File: src/design/ssd_pkg.sv
// Shared constants, command codes and the character font for the display serializer.
`default_nettype none

package ssd_pkg;

  // Number of digit positions in the chain (1 to 8)
  localparam int unsigned POSITIONS  = 6;
  localparam int unsigned SEG_W      = 8;
  localparam int unsigned FRAME_BITS = POSITIONS * SEG_W;
  localparam int unsigned SLOT_W     = (POSITIONS > 1) ? $clog2(POSITIONS) : 1;
  localparam int unsigned CNT_W      = $clog2(FRAME_BITS);
  localparam int unsigned POS_W      = 4;
  localparam int unsigned CHAR_W     = 8;
  localparam int unsigned CMD_W      = 3;

  localparam logic [SEG_W-1:0]  DOT_BIT     = 8'h20;
  localparam logic [CHAR_W-1:0] DOT_CHAR    = 8'h2E;
  localparam logic [POS_W-1:0]  STR_POS_MAX = 4'd15;

  typedef enum logic [CMD_W-1:0] {
    CMD_SET_CHAR = 3'd0,
    CMD_OR_RAW   = 3'd1,
    CMD_CLEAR    = 3'd2,
    CMD_FILL     = 3'd3,
    CMD_STRING   = 3'd4,
    CMD_DISPLAY  = 3'd5
  } cmd_e;

  typedef logic [SLOT_W-1:0] slot_t;

  // Position 0 or beyond the chain lands on the first digit
  function automatic slot_t slot_of(input logic [POS_W-1:0] pos);
    slot_t s;
    if (pos == '0 || 32'(pos) > POSITIONS) begin
      s = '0;
    end else begin
      s = SLOT_W'(pos - 4'd1);
    end
    return s;
  endfunction

  // Font lookup, case-insensitive; unknown characters are blank
  function automatic logic [SEG_W-1:0] glyph_of(input logic [CHAR_W-1:0] ch);
    logic [CHAR_W-1:0] c;
    logic [SEG_W-1:0]  g;
    c = ch;
    if (ch inside {["a":"z"]}) begin
      c = ch - 8'd32;
    end
    case (c)
      "0": g = 8'hDD;
      "1": g = 8'h90;
      "2": g = 8'hC7;
      "3": g = 8'hD3;
      "4": g = 8'h9A;
      "5": g = 8'h5B;
      "6": g = 8'h5F;
      "7": g = 8'hD0;
      "8": g = 8'hDF;
      "9": g = 8'hDB;
      "A": g = 8'hDE;
      "B": g = 8'h1F;
      "C": g = 8'h07;
      "D": g = 8'h97;
      "E": g = 8'h4F;
      "F": g = 8'h4E;
      "H": g = 8'h1E;
      "R": g = 8'h06;
      "L": g = 8'h0D;
      "O": g = 8'h17;
      "Q": g = 8'h37;
      "P": g = 8'hCE;
      "T": g = 8'h0F;
      "U": g = 8'h15;
      "N": g = 8'h16;
      "-": g = 8'h02;
      "_": g = 8'h01;
      default: g = 8'h00;
    endcase
    return g;
  endfunction

endpackage

`default_nettype wire

File: src/design/ssd_if.sv
// Request and bit-stream channel interfaces of the display serializer.
`default_nettype none


interface ssd_out_if;
  logic valid;
  logic ready;
  logic serial_data;
  logic latch;
  logic last;

  modport source (output valid, serial_data, latch, last, input ready);
  modport sink   (input valid, serial_data, latch, last, output ready);
endinterface

`default_nettype wire

File: src/design/ssd_shifter.sv
// Bit-serial output stage: shifts a captured display frame out MSB first.
`default_nettype none

module ssd_shifter
  import ssd_pkg::*;
(
  input  wire logic                  clk_i,
  input  wire logic                  rst_ni,
  input  wire logic                  load_i,
  input  wire logic [FRAME_BITS-1:0] frame_i,
  output      logic                  busy_o,
  ssd_out_if.source                  out_o
);

  logic                  valid_q, valid_d;
  logic [CNT_W-1:0]      cnt_q, cnt_d;
  logic [FRAME_BITS-1:0] sh_q, sh_d;
  logic                  final_bit;
  logic                  bit_taken;

  assign final_bit = (cnt_q == CNT_W'(FRAME_BITS - 1));
  assign bit_taken = valid_q && out_o.ready;

  // Next-state: load a frame, then step one bit per taken output
  always_comb begin
    valid_d = valid_q;
    cnt_d   = cnt_q;
    sh_d    = sh_q;
    if (load_i) begin
      valid_d = 1'b1;
      cnt_d   = '0;
      sh_d    = frame_i;
    end else if (bit_taken) begin
      sh_d  = {sh_q[FRAME_BITS-2:0], 1'b0};
      cnt_d = cnt_q + CNT_W'(1);
      if (final_bit) begin
        valid_d = 1'b0;
      end
    end
  end

  always_ff @(posedge clk_i or negedge rst_ni) begin
    if (!rst_ni) begin
      valid_q <= 1'b0;
      cnt_q   <= '0;
    end else begin
      valid_q <= valid_d;
      cnt_q   <= cnt_d;
    end
  end

  // Frame data needs no reset
  always_ff @(posedge clk_i) begin
    sh_q <= sh_d;
  end

  // Data pin is active low
  assign out_o.valid       = valid_q;
  assign out_o.serial_data = ~sh_q[FRAME_BITS-1];
  assign out_o.latch       = final_bit;
  assign out_o.last        = final_bit;
  assign busy_o            = valid_q;

endmodule

`default_nettype wire

File: src/flat_wrapper.sv
// flat-port wrapper written by rule: the top's interface ports become plain ports
module ssd_shifter_flat import ssd_pkg::*;
  (clk_i, rst_ni, load_i, frame_i, busy_o, out_o_valid, out_o_serial_data, out_o_latch, out_o_last, out_o_ready);
  ssd_out_if out_o_i ();
  input  wire logic clk_i;
  input  wire logic rst_ni;
  input  wire logic load_i;
  input  wire logic [FRAME_BITS-1:0] frame_i;
  output      logic busy_o;
  output wire logic [$bits(out_o_i.valid)-1:0] out_o_valid;
  output wire logic [$bits(out_o_i.serial_data)-1:0] out_o_serial_data;
  output wire logic [$bits(out_o_i.latch)-1:0] out_o_latch;
  output wire logic [$bits(out_o_i.last)-1:0] out_o_last;
  input wire logic [$bits(out_o_i.ready)-1:0] out_o_ready;
  assign out_o_valid = out_o_i.valid;
  assign out_o_serial_data = out_o_i.serial_data;
  assign out_o_latch = out_o_i.latch;
  assign out_o_last = out_o_i.last;
  assign out_o_i.ready = out_o_ready;
  ssd_shifter u_core (.clk_i(clk_i), .rst_ni(rst_ni), .load_i(load_i), .frame_i(frame_i), .busy_o(busy_o), .out_o(out_o_i));
endmodule
File: config.mk
export PLATFORM = sky130hd
export DESIGN_NAME = ssd_shifter_flat
export DESIGN_NICKNAME = d
export VERILOG_FILES = /design/src/design/ssd_pkg.sv /design/src/design/ssd_if.sv /design/src/design/ssd_shifter.sv /design/src/flat_wrapper.sv
export SDC_FILE = /design/constraint.sdc
export NUM_CORES = 1
export LEC_CHECK = 0
export ABC_AREA = 1
export BUFFER_PORTS_ARGS = -buffer_cell sky130_fd_sc_hd__clkbuf_2
export CORE_AREA = 2 2 82 84
export DETAILED_ROUTE_END_ITERATION = 7
export DIE_AREA = 0 0 84 86
export GPL_TIMING_DRIVEN = 0
export HOLD_SLACK_MARGIN = 0.05
export SLEW_MARGIN = 20
export SYNTH_ARGS = -nofsm -noshare
export SYNTH_HDL_FRONTEND = slang
export SYNTH_SLANG_ARGS = --single-unit
File: constraint.sdc
create_clock -name clk_i -period 3.34 [get_ports clk_i]
set_input_delay 0.167 -clock clk_i [delete_from_list [all_inputs] [get_ports clk_i]]
set_output_delay 0.167 -clock clk_i [all_outputs]
set_load 0.03 [all_outputs]
==> results of run 1 <==
per-layer routing:
layer,up-vias,share of wire,global-route usage
li1,941,-,-
met3,7,0.053,0.0366
met1,770,0.49,0.183
met5,-,0,0
met4,0,0.012,0.0396
met2,44,0.45,0.213
cell type report:
cell class              instances  area [um^2]
fillers                       643         3340
flip-flops and latches         55         1620
clock buffers                   6         72.6
plain buffers                  13         82.6
multi-input cells             178          706
clock inverters                 2         12.5
inverters                      13         48.8
well taps                      77         96.3
repair buffers                 57          305
flip-flops by register name (all words and copies together) (netlist names):
signal	cells
u_core.busy_o	1
u_core.cnt_q	6
u_core.sh_q	48
through the flow:
| step | setup slack (ns) | util | total power, mW |
|---|---|---|---|
| 3_5_place_dp | 1.72 | 0.453 | 0.999 |
| 5_1_grt | 1.53 | 0.468 | 1.41 |
| 6_report | 1.62 | 0.468 | 1.34 |
| 4_1_cts | 1.61 | 0.468 | 1.36 |
| 2_1_floorplan | 1.17 | - | 0.936 |
| 3_3_place_gp | 0.743 | 0.450 | 0.993 |
how the worst max path moves through the flow:
stage	from	cells after the start	end	slack, ns
2_1_floorplan	u_core.busy_o	2	u_core.sh_q[0]	1.17
3_3_place_gp	load_i	4	u_core.sh_q[21]	0.74
3_5_place_dp	load_i	5	u_core.sh_q[23]	1.72
4_1_cts	u_core.cnt_q[0]	5	out_o_latch	1.61
5_1_grt	u_core.cnt_q[0]	5	out_o_latch	1.53
6_report	u_core.cnt_q[0]	5	out_o_latch	1.62
worst register-to-register path, delay by kind of cell, from the launching register on:
family | cells | cell delay, ns
AND/OR/NAND/NOR | 2 | 0.56
buffers and inverters | 1 | 0.26
flip-flops | 1 | 0.40
placed cells by master (no fill, tap or decap), drive strengths merged:
master and n:
nand2 157, clkbuf 61, edfxtp 48, buf 14
inv 13, nor2 9, dfrtp 7, nand3 3
nor3 2, o21ai 2, a21oi 2, nor4 1
nand4 1, ha 1, clkinvlp 1, clkinv 1
dlygate4sd3 1
kinds of logic after synthesis:
family / after synthesis
buffers and inverters: 26
flip-flops: 55
adder cells (fa/ha/maj): 1
AO/OA/AOI/OAI: 4
AND/OR/NAND/NOR: 173
report_power, final:
| part | switching (mW) | internal [mW] | total [mW] | leakage, nW |
|---|---|---|---|---|
| Sequential | 0.0176 | 0.823 | 0.841 | 0.593 |
| Clock | 0.208 | 0.147 | 0.355 | 0.0412 |
| Combinational | 0.0818 | 0.0589 | 0.141 | 0.843 |
| Total | 0.307 | 1.03 | 1.34 | 1.48 |
==> results.toml, run 1 <==
[finish]
drive_gt1_frac = 0.247
area.growth.synth_to_final_pct = 20.0
diodes = 0
nets = 376
final_cells = 401
fin_area_mm2 = 0.00294

[global_route]
grt_pass1_wl_um = 7640
grt_remaining_overflow = 0
antenna_found_initial = 0
grt_pass1_vias = 1718
grt_usage = 0.134
grt_max_degree = 31

[routing]
drt-total-wl_um = 4550
dr.pass1.iters = 4
dr.first_iter.drc_count = 75
ant_nets = 0
vias = 1762
drc = 0
wl_per_cell_um = 11.3
routed_via_density = 4.39

[logic_synthesis]
yosysTopAreaCell = "edfxtp_1"
yosys.area_share.simple = 0.274
synth_flop_cell = "edfxtp_1"
synth_xor_xnor_area_share = 0
synth_top_family_by_area = "simple AND/OR/NAND/NOR gates"
yosysWarnings = 0
netlist.area_leader.share = 0.588
synth.most_common_cell = "nand2_1"
synthArstFlopShare = 0.127
syn_area_mm2 = 0.00245
synth-edff-count = 48
synthTopCellsByArea = "edfxtp_1, nand2_1, dfrtp_1"
synthAdderAreaFrac = 0.00510
synth_compound_area_frac = 0.00817
synthCells = 259
syn_avg_cell_area_um2 = 9.46
yosysSeqAreaShare = 0.660
synth.ff_latch_count = 55
yosys-top-cells-count = "nand2_1, edfxtp_1, inv_1"
yosysUniqueCellTypes = 17
synth_nets = 312
synth_mux_area_frac = 0

[pwr]
leakagePower_nw = 1.48
power.density_mw_per_mm2 = 454
ir_drop_v = 0.000268

[cts]
hold_buffers = 1
cts.clk_slew.worst_paths_ns = 0.10
root_buffer = "clkbuf_8"
postCtsSetupRepairBufs = 0
clock_sinks = 55
ctsResizeCount = 0
cts_made_buffers = 5
htree_num_levels = 2
cts_buffer_depth = 2
worstSkewPairLatency_ns = 0.30
cts_tree = "yes"

[floorplan]
io_pins = 57
die_area_mm2 = 0.00722
die_h_um = 86
rows = 29
coreArea_mm2 = 0.00628
start_util = 0.390
die_w_um = 84

[worst_setup_path]
cp-start-kind = "flip-flop"
worstSetupEndpointType = "output pin"
crit_arrival_ns = 1.55
worst-r2r-cell-count = 3
cp_cell_sequence = "ha_1 > nand2_1 > nor4_1 > buf_4 > clkbuf_2"
cp.buffers_inverters = 2
crit_path_max_incr_delay_ns = 0.39
required_ns = 3.17
r2r_setup_slack_ns = 1.82
path_class = "reg -> out"
critPathMaxFanout = 3
cp_top_family = "flip-flops"
r2r_end = "u_core.sh_q[17]"
rr_startpoint = "u_core.busy_o"
cp_slowest_cell = "dfrtp_1"

[timing]
tightestPinTransition_ns = 0.490
fmax_mhz = 583
finalClockSkew_ns = 0.00692
hold_viol_final = 0
relSlewSlack = 0.672
fin_crit_sh = 0.514
rsz0062_at_grt = "false"
fin_crit_ns = 1.72
slew_violations = 0
holdWs_ns = 0.127
fin_setup_tns_ns = 0
finalSetupViolCount = 0

[worst_hold_path]
worstHoldPathCells = 3
min_to = "u_core.sh_q[34]"
hold_start = "frame_i[34]"
hold_class = "in -> reg"

[place]
io_buffers = 55
dpl.cell_count = 392
place_hpwl_um = 3270
gp_congestion = 0.782
placed_cell_area_mm2 = 0.00285

[run_status]
status = "finished, final reports clean"

[run]
cap_violations = 0
(Power assumes the default switching activity.)
==> inputs of run 2 (changes only) <==
clock period = 1.5 ns   (was 3.34 ns; I/O delays follow)
==> run 2 against run 1 <==
Net effect:
- worst hold slack worse by 0.062 ns
- sequential share of layout area is 7.6 points lower
- core utilization is 7.5 points higher
- critical path depth is 1 lower
- first-iteration DRC count is 52% higher
- largest power group unchanged
- via count is 10% higher
==> results.toml, run 2 (same netlist as run 1, synthesis figures left out) <==
[run_status]
status = "finished, final reports clean"

[cts]
cts.clk_slew.worst_paths_ns = 0.10
cts_tree = "yes"
clock_sinks = 55
root_buffer = "clkbuf_8"
cts_made_buffers = 5
cts_buffer_depth = 2
htree_num_levels = 2
worstSkewPairLatency_ns = 0.31

[global_route]
use_met2 = 0.248
gr-usage-met1 = 0.185
grt_usage = 0.146
busiest_layer = "met2"
grt_pass1_vias = 1865
antenna_found_initial = 0
grtUsageMet3 = 0.0385
grt_remaining_overflow = 0
grt_max_degree = 49
grt_pass1_wl_um = 8340

[routing]
dr.pass1.iters = 4
dr.first_iter.drc_count = 114
drc = 0
ant_nets = 0
drt-total-wl_um = 4950
routed_via_density = 4.39
wl_per_cell_um = 11.2
vias = 1946

[pwr]
ir_drop_v = 0.000517
power.density_mw_per_mm2 = 957
leakagePower_nw = 1.67

[finish]
largest-register = "u_core.sh_q"
diodes = 0
largest_reg_flops = 48
nets = 418
seq_area_mm2 = 0.00162
drive_gt1_frac = 0.232
area.growth.synth_to_final_pct = 39.1
final_cell_mix = "nand2_1, clkbuf_2, edfxtp_1, dlygate4sd3_1, inv_1"
fillerInstances = 593
layout_commonest_cell = "nand2_1"
multi_input_area_um2 = 739
fin_area_mm2 = 0.00341

[worst_setup_path]
path_class = "reg -> out"
required_ns = 1.42
cp-start-kind = "flip-flop"
crit_arrival_ns = 1.34
worstSetupEndpointType = "output pin"
critPathMaxFanout = 2

[floorplan]
rows = 29
die_h_um = 86
start_util = 0.390
die_area_mm2 = 0.00722
io_pins = 57
die_w_um = 84
coreArea_mm2 = 0.00628

[timing]
relSlewSlack = 0.753
fin_crit_ns = 1.41
finalSetupViolCount = 0
fin_setup_tns_ns = 0
slew_violations = 0
rsz0062_at_grt = "false"
hold_viol_final = 0
tightestPinTransition_ns = 0.370
fin_crit_sh = 0.943
finalClockSkew_ns = 0.00958
holdWs_ns = 0.0652
fmax_mhz = 707

[place]
io_buffers = 55
place_hpwl_um = 3090
gp_congestion = 0.764
placed_cell_area_mm2 = 0.00285

[run]
cap_violations = 0

[worst_hold_path]
hold_class = "in -> reg"
## run 2: final timing paths
check                                startpoint         endpoint  slack, ns  cells after the start
worst min register to register  u_core.sh_q[14]  u_core.sh_q[15]       0.51                      2
worst max-delay path            u_core.cnt_q[1]       out_o_last       0.09                      4
worst max register to register    u_core.busy_o  u_core.sh_q[18]       0.24                      2
min in group asynchronous                rst_ni  u_core.cnt_q[5]       0.13                      2
max in group asynchronous                rst_ni  u_core.cnt_q[2]       1.19                      2
worst min-delay path                frame_i[11]  u_core.sh_q[11]       0.07                      3
## run 2: critical path, cell delays in order, from the launching register on
cell and delay (ns):
dfrtp_1 0.37, ha_2 0.19, nand2_2 0.07, nor4_4 0.15
clkbuf_2 0.25
## run 2: layer usage
metal  share of wire  wire, um
met5               0         0
met4          0.0063        31
met1            0.46      2280
met2            0.49      2410
met3           0.046       227
## run 2: layout make-up
| type | count | area share |
|---|---|---|
| Sequential cell | 55 | 0.474 |
| Multi-Input combinational cell | 178 | 0.217 |
| Timing Repair Buffer | 100 | 0.211 |
| Tap cell | 77 | 0.0283 |
| Buffer | 12 | 0.0220 |
| Clock buffer | 5 | 0.0202 |
| Inverter | 13 | 0.0143 |
| Clock inverter | 3 | 0.0128 |
## run 2: per-stage QoR
step,setup WS (ns),util,power (mW),std cells
finish,0.0859,0.543,3.26,443
global route,0.0326,0.543,3.42,443
CTS,0.00435,0.542,3.30,443
detailed placement,0.0370,0.453,2.22,391
global placement,0.0428,0.453,2.21,391
floorplan,0.0150,-,2.09,259
## run 2: timing repair
| action | in CTS | in global routing |
|---|---|---|
| endpoints found under the hold margin | 48 | 0 |
| endpoints found under the setup margin | 1 | 49 |
| buffers inserted | 2 | 1 |
| pin swaps | 0 | 1 |
| resized for setup | 3 | 2 |
| hold buffers | 42 | 0 |
## run 2: power breakdown
part           internal, mW  switching [mW]  total, mW
Sequential             1.83          0.0395       1.87
Combinational         0.204           0.202      0.406
Clock                 0.498           0.485      0.983
